**src/rtl/gtsw_pkg.sv**
```systemverilog
// ----------------------------------------------------------------------------
// gtsw_pkg: shared types and constants for the gate triggered stopwatch
// Word layouts for the item and result channels, phase codes, register
// indexes and the time base constants.
// ----------------------------------------------------------------------------
package gtsw_pkg;

  // timer phase
  typedef enum logic [1:0] {
    PH_ARMED   = 2'd0,
    PH_RUNNING = 2'd1,
    PH_STOPPED = 2'd2
  } phase_t;

  // configuration register indexes
  localparam logic [1:0] REG_TICK_PERIOD = 2'd0;
  localparam logic [1:0] REG_DEBOUNCE    = 2'd1;
  localparam logic [1:0] REG_IDLE_LIMIT  = 2'd2;

  // register reset values
  localparam logic [9:0]  TICK_PERIOD_RST = 10'd256;
  localparam logic [7:0]  DEBOUNCE_RST    = 8'd50;
  localparam logic [15:0] IDLE_LIMIT_RST  = 16'd60000;

  // time base
  localparam logic [10:0] US_PER_MS      = 11'd1000;
  localparam logic [10:0] US_PER_2MS     = 11'd2000;
  localparam logic [10:0] MS_PER_S       = 11'd1000;
  localparam logic [7:0]  DEBOUNCE_MAX   = 8'd255;
  localparam logic [15:0] IDLE_MAX       = 16'd65535;

  // input word
  typedef struct packed {
    logic mode;
    logic changed_sensor;
    logic sensor0_level;
    logic sensor1_level;
    logic button_level;
  } in_word_t;

  // display digits
  typedef struct packed {
    logic [3:0] digit_seconds;
    logic [3:0] digit_tenths;
    logic [3:0] digit_hundredths;
    logic [3:0] digit_thousandths;
  } digits_t;

  // result word
  typedef struct packed {
    logic [1:0] run_state;
    logic [7:0] seconds;
    logic [9:0] milliseconds;
    logic [3:0] digit_seconds;
    logic [3:0] digit_tenths;
    logic [3:0] digit_hundredths;
    logic [3:0] digit_thousandths;
    logic       beep_request;
    logic       sleep_request;
  } out_word_t;

endpackage

```
**src/rtl/gtsw_digits.sv**
```systemverilog
// ----------------------------------------------------------------------------
// gtsw_digits: decimal digit split for the display
// Splits seconds into its ones digit and milliseconds into three decimal digits
// with reciprocal multiplies; exact for seconds below 256 and milliseconds below 1000.
// ----------------------------------------------------------------------------
module gtsw_digits (
  input  logic [7:0]       seconds,
  input  logic [9:0]       milliseconds,
  output gtsw_pkg::digits_t digits
);

  logic [15:0] ms_prod;
  logic [3:0]  ms_hund;
  logic [10:0] hund_back;
  logic [6:0]  ms_rem;
  logic [14:0] rem_prod;
  logic [3:0]  ms_tens;
  logic [7:0]  tens_back;
  logic [15:0] s_prod;
  logic [4:0]  s_tens;
  logic [7:0]  s_back;

  // milliseconds: /100 as *41 >> 12, then /10 as *205 >> 11
  always_comb begin
    ms_prod   = {6'd0, milliseconds} * 16'd41;
    ms_hund   = ms_prod[15:12];
    hund_back = {7'd0, ms_hund} * 11'd100;
    ms_rem    = 7'(milliseconds - hund_back[9:0]);
    rem_prod  = {8'd0, ms_rem} * 15'd205;
    ms_tens   = rem_prod[14:11];
    tens_back = {4'd0, ms_tens} * 8'd10;
  end

  // seconds: ones digit via *205 >> 11
  always_comb begin
    s_prod = {8'd0, seconds} * 16'd205;
    s_tens = s_prod[15:11];
    s_back = {3'd0, s_tens} * 8'd10;
  end

  assign digits.digit_seconds     = 4'(seconds - s_back);
  assign digits.digit_tenths      = ms_hund;
  assign digits.digit_hundredths  = ms_tens;
  assign digits.digit_thousandths = 4'({1'b0, ms_rem} - tens_back);

endmodule

```
**src/rtl/gate_triggered_stopwatch.sv**
```systemverilog
// ----------------------------------------------------------------------------
// gate_triggered_stopwatch: photogate stopwatch, armed / running / stopped
// Tick words advance time and the button and idle logic; sensor words start
// and stop the count.
// ----------------------------------------------------------------------------
// Usage:
//   in_valid/in_ready/in_word carry one tick or sensor word; each accepted
//   word yields exactly one result word on out_valid/out_ready/out_word,
//   showing the phase and time after that word.
//   cfg_valid/cfg_ready/cfg_index/cfg_data write tick period (0), debounce
//   time (1) and idle limit (2); cfg_ready is always high, other indexes are
//   dropped. Write configuration only while no result is outstanding.
//   The result is registered: it is in the output register in the cycle after
//   acceptance. One word per cycle is sustained while out_ready is high; the
//   whole update is a single pass of add, compare and subtract logic into the state.
//   When the receiver stalls, the held result blocks a new word only if
//   out_ready stays low; in_ready = !out_valid | out_ready.
//   Reset (rst_n low, synchronous) arms the timer, clears time and counters
//   and restores register defaults (256 us, 50 ms, 60000 ms).
// ----------------------------------------------------------------------------
module gate_triggered_stopwatch (
  input  logic                clk,
  input  logic                rst_n,
  input  logic                in_valid,
  output logic                in_ready,
  input  gtsw_pkg::in_word_t  in_word,
  output logic                out_valid,
  input  logic                out_ready,
  output gtsw_pkg::out_word_t out_word,
  input  logic                cfg_valid,
  output logic                cfg_ready,
  input  logic [1:0]          cfg_index,
  input  logic [15:0]         cfg_data
);

  // configuration
  logic [9:0]  tick_period_r;
  logic [7:0]  debounce_r;
  logic [15:0] idle_limit_r;

  // stopwatch state
  gtsw_pkg::phase_t phase_r, phase_nxt;
  logic [9:0]  micro_r, micro_nxt;
  logic [9:0]  milli_r, milli_nxt;
  logic [7:0]  second_r, second_nxt;
  logic [1:0]  div_r, div_nxt;
  logic [7:0]  deb_r, deb_nxt;
  logic        held_r, held_nxt;
  logic [15:0] idle_r, idle_nxt;
  logic        armed_lvl_r, armed_lvl_nxt;
  logic        beep_nxt, sleep_nxt;

  // result register
  logic        out_valid_r;
  logic [1:0]  res_state_r;
  logic [7:0]  res_sec_r;
  logic [9:0]  res_ms_r;
  logic        res_beep_r;
  logic        res_sleep_r;

  gtsw_pkg::digits_t digits;

  logic accept;

  assign cfg_ready = 1'b1;
  assign in_ready  = !out_valid_r || out_ready;
  assign accept    = in_valid && in_ready;

  // configuration writes
  always_ff @(posedge clk) begin
    if (!rst_n) begin
      tick_period_r <= gtsw_pkg::TICK_PERIOD_RST;
      debounce_r    <= gtsw_pkg::DEBOUNCE_RST;
      idle_limit_r  <= gtsw_pkg::IDLE_LIMIT_RST;
    end else if (cfg_valid) begin
      unique case (cfg_index)
        gtsw_pkg::REG_TICK_PERIOD: tick_period_r <= cfg_data[9:0];
        gtsw_pkg::REG_DEBOUNCE:    debounce_r    <= cfg_data[7:0];
        gtsw_pkg::REG_IDLE_LIMIT:  idle_limit_r  <= cfg_data;
        default: ;
      endcase
    end
  end

  // next state for one word
  always_comb begin
    logic [10:0] usum;
    logic [1:0]  ms_carry;
    logic [10:0] msum;
    logic        arm;

    phase_nxt     = phase_r;
    micro_nxt     = micro_r;
    milli_nxt     = milli_r;
    second_nxt    = second_r;
    div_nxt       = div_r;
    deb_nxt       = deb_r;
    held_nxt      = held_r;
    idle_nxt      = idle_r;
    armed_lvl_nxt = armed_lvl_r;
    beep_nxt      = 1'b0;
    sleep_nxt     = 1'b0;
    arm           = 1'b0;
    usum          = {1'b0, micro_r} + {1'b0, tick_period_r};
    ms_carry      = 2'd0;
    msum          = 11'd0;

    if (!in_word.mode) begin
      // time update while running; carry can reach two milliseconds
      if (phase_r == gtsw_pkg::PH_RUNNING) begin
        priority if (usum >= gtsw_pkg::US_PER_2MS) begin
          micro_nxt = 10'(usum - gtsw_pkg::US_PER_2MS);
          ms_carry  = 2'd2;
        end else if (usum >= gtsw_pkg::US_PER_MS) begin
          micro_nxt = 10'(usum - gtsw_pkg::US_PER_MS);
          ms_carry  = 2'd1;
        end else begin
          micro_nxt = usum[9:0];
        end
        msum = {1'b0, milli_r} + {9'd0, ms_carry};
        if (msum >= gtsw_pkg::MS_PER_S) begin
          milli_nxt  = 10'(msum - gtsw_pkg::MS_PER_S);
          second_nxt = second_r + 8'd1;
        end else begin
          milli_nxt  = msum[9:0];
        end
      end

      // quarter-rate counters
      if (div_r == 2'd3) begin
        div_nxt = 2'd0;
        if (deb_r != gtsw_pkg::DEBOUNCE_MAX) deb_nxt = deb_r + 8'd1;
        if (idle_r != gtsw_pkg::IDLE_MAX) idle_nxt = idle_r + 16'd1;
      end else begin
        div_nxt = div_r + 2'd1;
      end

      // debounced button
      if (!in_word.button_level) begin
        if (!held_r && deb_nxt > debounce_r) begin
          held_nxt = 1'b1;
          deb_nxt  = 8'd0;
          beep_nxt = 1'b1;
          idle_nxt = 16'd0;
          unique case (phase_r)
            gtsw_pkg::PH_ARMED:   phase_nxt = gtsw_pkg::PH_RUNNING;
            gtsw_pkg::PH_RUNNING: phase_nxt = gtsw_pkg::PH_STOPPED;
            default:              arm = 1'b1;
          endcase
        end
      end else if (held_r && deb_nxt > debounce_r) begin
        held_nxt = 1'b0;
        deb_nxt  = 8'd0;
      end

      // idle timeout
      if (idle_nxt > idle_limit_r) begin
        arm       = 1'b1;
        sleep_nxt = 1'b1;
      end

      if (arm) begin
        phase_nxt     = gtsw_pkg::PH_ARMED;
        micro_nxt     = 10'd0;
        milli_nxt     = 10'd0;
        second_nxt    = 8'd0;
        idle_nxt      = 16'd0;
        armed_lvl_nxt = in_word.sensor0_level;
      end
    end else begin
      // sensor edge
      if (phase_r == gtsw_pkg::PH_ARMED && !in_word.changed_sensor) begin
        phase_nxt = gtsw_pkg::PH_RUNNING;
        beep_nxt  = 1'b1;
        idle_nxt  = 16'd0;
      end else if (phase_r == gtsw_pkg::PH_RUNNING && in_word.changed_sensor) begin
        if (armed_lvl_r != in_word.sensor1_level) begin
          phase_nxt = gtsw_pkg::PH_STOPPED;
          beep_nxt  = 1'b1;
        end
        idle_nxt = 16'd0;
      end
    end
  end

  // state registers
  always_ff @(posedge clk) begin
    if (!rst_n) begin
      phase_r     <= gtsw_pkg::PH_ARMED;
      micro_r     <= 10'd0;
      milli_r     <= 10'd0;
      second_r    <= 8'd0;
      div_r       <= 2'd0;
      deb_r       <= 8'd0;
      held_r      <= 1'b0;
      idle_r      <= 16'd0;
      armed_lvl_r <= 1'b0;
    end else if (accept) begin
      phase_r     <= phase_nxt;
      micro_r     <= micro_nxt;
      milli_r     <= milli_nxt;
      second_r    <= second_nxt;
      div_r       <= div_nxt;
      deb_r       <= deb_nxt;
      held_r      <= held_nxt;
      idle_r      <= idle_nxt;
      armed_lvl_r <= armed_lvl_nxt;
    end
  end

  // result register
  always_ff @(posedge clk) begin
    if (!rst_n) begin
      out_valid_r <= 1'b0;
    end else if (in_ready) begin
      out_valid_r <= in_valid;
    end
  end

  always_ff @(posedge clk) begin
    if (accept) begin
      res_state_r <= phase_nxt;
      res_sec_r   <= second_nxt;
      res_ms_r    <= milli_nxt;
      res_beep_r  <= beep_nxt;
      res_sleep_r <= sleep_nxt;
    end
  end

  gtsw_digits u_digits (
    .seconds      (res_sec_r),
    .milliseconds (res_ms_r),
    .digits       (digits)
  );

  // result word
  always_comb begin
    out_word.run_state         = res_state_r;
    out_word.seconds           = res_sec_r;
    out_word.milliseconds      = res_ms_r;
    out_word.digit_seconds     = digits.digit_seconds;
    out_word.digit_tenths      = digits.digit_tenths;
    out_word.digit_hundredths  = digits.digit_hundredths;
    out_word.digit_thousandths = digits.digit_thousandths;
    out_word.beep_request      = res_beep_r;
    out_word.sleep_request     = res_sleep_r;
  end

  assign out_valid = out_valid_r;

  // checks
  a_time_range: assert property (@(posedge clk) disable iff (!rst_n)
    micro_r < 10'd1000 && milli_r < 10'd1000)
    else $error("time counters out of range");

  a_accept_gives_result: assert property (@(posedge clk) disable iff (!rst_n)
    accept |=> out_valid_r)
    else $error("accepted word produced no result");

  a_sleep_rearms: assert property (@(posedge clk) disable iff (!rst_n)
    out_valid_r && res_sleep_r |-> res_state_r == gtsw_pkg::PH_ARMED
      && res_sec_r == 8'd0 && res_ms_r == 10'd0)
    else $error("sleep without re-arm");

endmodule

```
**config.mk**
```make
export PLATFORM = sky130hd
export DESIGN_NAME = gate_triggered_stopwatch
export DESIGN_NICKNAME = d
export VERILOG_FILES = /design/src/rtl/gtsw_pkg.sv /design/src/rtl/gtsw_digits.sv /design/src/rtl/gate_triggered_stopwatch.sv
export SDC_FILE = /design/constraint.sdc
export NUM_CORES = 1
export LEC_CHECK = 0
export BUFFER_PORTS_ARGS = -buffer_cell sky130_fd_sc_hd__buf_2
export CORE_MARGIN = 5
export CORE_UTILIZATION = 40
export CTS_BUF_LIST = sky130_fd_sc_hd__clkbuf_8
export DETAILED_ROUTE_END_ITERATION = 8
export GPL_TIMING_DRIVEN = 0
export PLACE_DENSITY = 0.56
export SLEW_MARGIN = 20
export SYNTH_ARGS = -nofsm -noshare
export SYNTH_HDL_FRONTEND = slang
export SYNTH_HIERARCHICAL = 1
export SYNTH_SLANG_ARGS = --single-unit
export TNS_END_PERCENT = 10
```
**constraint.sdc**
```tcl
create_clock -name clk -period 7.5 [get_ports clk]
set_input_delay 0.375 -clock clk [delete_from_list [all_inputs] [get_ports clk]]
set_output_delay 0.375 -clock clk [all_outputs]
set_load 0.01 [all_outputs]
```
==> Yosys cells after proc, flatten, opt, wreduce, memory -nomap -nowiden <==
Cells that the tools add are included.
{ "op_classes": {"addsub": 12, "multipliers": 6, "order_cmp": 5, "n_eq_ne": 9, "mux": 55, "bitwise": 1, "n_reduce_logical": 22} }
{ "op_table": {"columns": ["op", "n"], "rows": [
  ["$mux W16", 9],
  ["$mux W10", 8],
  ["$mux W8", 10],
  ["$sub A10 B10 Y10 const B", 3],
  ["$ge A11 B10 Y1 const B", 2],
  ["$mux W2", 11],
  ["$add A16 B1 Y16 const B", 1],
  ["$add A8 B1 Y8 const B", 2],
  ["$gt A16 B16 Y1", 1],
  ["$mul A10 B6 Y16 const B", 1],
  ["$mul A8 B8 Y16 const B", 1],
  ["$mux W1", 16],
  ["$ne A16 B16 Y1 const B", 1],
  ["$mul A7 B8 Y15 const B", 1],
  ["$add A10 B10 Y11", 1],
  ["$add A10 B2 Y11", 1],
  ["$ge A11 B11 Y1 const B", 1],
  ["$reduce_and A2 Y1", 5],
  ["$gt A8 B8 Y1", 1],
  ["$ne A8 B8 Y1 const B", 1],
  ["$sub A4 B4 Y4", 2],
  ["$sub A7 B7 Y7", 1],
  ["$reduce_and A3 Y1", 2],
  ["$logic_and A1 B1 Y1", 5],
  ["17 further kinds", 23]
]} }
{ "word_totals": {"ff_bits": 115, "input_bits": 28, "output_inout_bits": 41, "word_cells": 128} }

==> Longest topological paths before layout <==
{ "depth": {"ltp_word": 14, "mapped_depth": 31, "depth_no_buf": 30} }

==> Cells and area by module <==
The synthesis kept the hierarchy.
{ "modules_own_cells": {"columns": ["mod", "n_inst", "cells_each", "area_each_um2", "seq_area_each_um2"], "rows": [
  ["gate_triggered_stopwatch", 1, 901, 7418.4, 2522.4],
  ["gtsw_digits", 1, 287, 2760.1, 0.0]
]} }

==> Worst setup path after synthesis <==
No wires, ideal clock.
{ "synth_path": {"path_type": "register to output", "from": "register res_ms_r[4]", "to": "output out_word[5] (netlist name)", "arrival_time_ps": 7690, "required_ps": 7125, "path_slack_ps": -565, "stages_incl_launch_ff": 31, "n_path_buf": 0, "cell_sequence": "edfxtp_1 -> ha_1 -> fa_1 -> ha_1 -> ha_1 -> a211oi_2 -> o31ai_2 -> a311oi_2 -> o21bai_1 -> xor2_1 -> ha_1 -> inv_1 -> ha_1 -> a31oi_1 -> xnor3_1 -> ha_1 -> ha_1 -> fa_1 -> inv_1 -> fa_1 -> inv_1 -> ha_1 -> o2111ai_1 -> a21oi_1 -> o31a_1 -> nor2_1 -> xnor2_1 -> fa_1 -> xnor2_1 -> xnor2_1 -> xnor2_1"} }
{ "synth_rtl": {"columns": ["item", "line", "source"], "rows": [
  ["start: declaration", "gate_triggered_stopwatch.sv:57", "logic [9:0] res_ms_r;"],
  ["start signal: assignment", "gate_triggered_stopwatch.sv:224", "res_ms_r <= milli_nxt;"],
  ["end: declaration", "gate_triggered_stopwatch.sv:29", "output gtsw_pkg::out_word_t out_word,"]
]} }

==> results by group <==
STA
  – Fmax: 122 MHz
  – Hold WS: around 0.16 ns
  – Pins over their slew limit: 0
  – Rel. slew slack: 0.349
  – Final hold viol count: 0
  – Worst-Margin Slew: 0.976 ns
  – RSZ-0062 raised after global routing: yes
  – Final worst-path cycle share: 1.10
  – Clk_skew: 0.0111 ns
  – Final setup fails: 5
  – Min Tclk post-route: 8.22 ns
  – Final setup margin: -0.717 ns

Floorplanning
  – Cell Rows: 58
  – Io pins: 69
  – Initial core utilization: 0.405
  – Core area: ~25,000 um^2
  – Die Y: about 170 um
  – Die W: 170 um
  – Die area: 28,700 um^2

Global route
  – Largest net degree at the start of global routing: 28
  – First-pass GRT wire length: 42,300 um
  – Grt ovf: 0
  – Initial antenna violation count: 0
  – Vias in the first global route: around 8,300
  – Overall global routing resource usage: 0.179

Clock tree
  – Clock sink total: 115
  – Clock Latency Late Sink: 0.44 ns
  – Max Root-Sink Buffers: 2
  – CTS root buffer: clkbuf_8
  – Clock transition at path regs: 0.07 ns
  – H-tree Lvls: 4
  – TritonCTS buffer count: 17
  – Cts hold-fix bufs: 0
  – CTS tree: built

Setup path
  – Worst EP required: 7.12 ns
  – CP Launch Type: flop
  – Crit Path Category: flop to output port
  – CP peak stage delay: just under 0.5 ns
  – CP max stage cell: fa_1
  – Cell mode on critical path: ha_4
  – Worst setup EP type: output port
  – CP arrival: 7.84 ns
  – Crit Path Max Fanout: 3

Power and ir drop
  – Pleak: 5.22 nW
  – Internal Pwr Total: 2.57 mW
  – Sequential power share: 0.152
  – P_sw: roughly 1.8 mW
  – Comb pwr share: 0.693
  – Sw Share: 0.408
  – Clk pwr share: 0.156
  – Peak VDD IR: 0.00163 V
  – Total design power: 4.34 mW
  – PD cells: 364 nW/um^2

Synthesis
  – Synth area leaders: ha_1, dfxtp_1, edfxtp_1, fa_1, inv_1
  – Area leader, netlist: ha_1
  – Synth warn: 6
  – Avg Inst Size Synth: 8.57 um^2
  – Syn Inst Count: 1,188
  – Cell area after synthesis: 10,200 um^2
  – Library cells used by synthesis: 90
  – Number of synthesized flops with an enable pin: 22
  – Top-count cell post-synth: ha_1
  – Post-synth top flop: dfxtp_1
  – Mapped Nets: between 1,000 and 1,500
  – Register bit count reported by yosys: 115
  – Cell types with the highest counts after synthesis: ha_1, inv_1, nor2_1
  – Post-synth top area share: 0.192
  – Asr flop ratio synth: 0
  – Seq/Total Area, Yosys: 0.248

Outcome
  – Violated checks: negative setup slack
  – Status: complete, but fails checks

Min path
  – HP Class: input pin to flop

Detailed routing
  – Via count: between 8,000 and 9,000
  – Iter 0 DRT Violations: 476
  – Antenna viol nets, final: 0
  – Wire per inst: 15.6 um
  – Drt total wl: 25,700 um
  – Vias per cell: 5.34
  – Initial DRT Pass Iterations: 5
  – Residual DRC count: 0

Finish
  – Fin nets: between 1,500 and 2,000
  – Filler Cell Count: between 2,000 and 3,000
  – Ratio of cells with drive above 1 in the final layout: 0.150
  – Final core occ: 0.474
  – ANT cells: 0
  – Reg area: 2520 um^2
  – Area Overhead vs Synth: 17.0%
  – Multi-input logic area: 7330 um^2

Job
  – Max Cap Viol: 0

Place
  – Post-DP HPWL: 19,900 um
  – RD Place Congestion: 0.879
  – Port bufs: 66
==> sequential cells by signal (all words and copies together) (netlist names), 10 cells and up <==
signal and flops:
res_ms_r 10, idle_r 16, tick_period_r 10, micro_r 10, milli_r 10, idle_limit_r 16
==> layout by cell type (no fill, tap or decap), types with 6 or more instances in the layout <==
cell type  instances
inv_2              7
xor2_1            24
o211ai_1          14
bufinv_16          6
mux2i_1           20
buf_2             68
a31oi_1           11
o21a_1             8
xnor2_2            6
nor3b_1            6
nand4_1           23
clkbuf_8          17
and3_1            13
buf_4             29
a21oi_1           54
nand2_1           97
a21o_1            15
dfxtp_1           93
nor3_1            17
ha_4              14
nor2b_1           12
nand2b_1           9
fa_1              23
or2_2              6
xnor2_1           25
inv_1            108
and2_1             9
ha_1             140
o21ai_1            6
clkbuf_1          40
nor2_1            97
edfxtp_1          22
a211oi_1           6
a22o_1             6
a22oi_1           33
or3_1             18
o21ai_0           42
nand3_1           35
==> final timing paths <==
check | slack [ns] | cells past startpoint | to | from
hold / removal | 0.16 | 3 | idle_limit_r[14]$_SDFFE_PN1P_ | cfg_data[14]
setup reg to reg | 0.26 | 30 | micro_r[7]$_SDFFE_PN0P_ | div_r[0]$_SDFFE_PN0P_
hold reg to reg | 0.46 | 2 | idle_limit_r[8]$_SDFFE_PN0P_ | idle_limit_r[8]$_SDFFE_PN0P_
setup / recovery | -0.72 | 31 | out_word[5] | res_ms_r[3]$_DFFE_PP_
==> through the flow <==
stage	setup TNS [ns]	area [um^2]	std cells	setup slack, ns
2_1_floorplan	-0.417	10300	1188	-0.329
3_3_place_gp	-1.45	11000	1584	-0.748
3_5_place_dp	-1.52	11000	1584	-0.758
4_1_cts	-1.19	11800	1638	-0.688
5_1_grt	-6.41	11900	1643	-1.07
6_report	-1.44	11900	1643	-0.717
==> cell families after synthesis <==
| logic type | synth area share |
|---|---|
| flip-flops | 0.248 |
| multiplexers | 0.0219 |
| AO/OA/AOI/OAI | 0.185 |
| XOR/XNOR | 0.0546 |
| buffers and inverters | 0.0634 |
| AND/OR/NAND/NOR | 0.179 |
| other | 0.000368 |
| adder cells (fa/ha/maj) | 0.248 |
==> metal layers <==
layer,GRT usage,part of all wire
met5,0,0
met2,0.301,0.47
met1,0.248,0.48
met3,0.0240,0.041
met4,0.0392,0.012
==> power groups by stage <==
stage	sequential, mW	combinational [mW]	clock (mW)
5_1_grt	0.660	3.37	0.723
3_5_place_dp	0.675	2.42	0
3_3_place_gp	0.674	2.39	0
4_1_cts	0.658	2.77	0.693
2_1_floorplan	0.672	1.76	0
6_report	0.658	3.01	0.676
==> cell type report <==
class,instances,area share
clock inverter,15,0.0186
timing repair buffer,93,0.0462
sequential,115,0.212
inverter,113,0.0356
buffer,53,0.0186
multi-input combinational,907,0.615
clock buffer,17,0.0196
tap,330,0.0347
==> worst max-delay path: cells and delay by family, from the launching register on <==
kind	cells	cell delay, ns
XOR/XNOR	5	0.98
AND/OR/NAND/NOR	2	0.23
adder cells (fa/ha/maj)	13	4.08
flip-flops	1	0.44
AO/OA/AOI/OAI	7	1.37
buffers and inverters	4	0.31
==> what timing repair did <==
item                       in CTS  in global routing
setup endpoints to repair       7                 25
resized for setup              35                  8
pin swaps                      38                 16
buffers inserted               22                  5
Power figures use the tool's default switching activity.
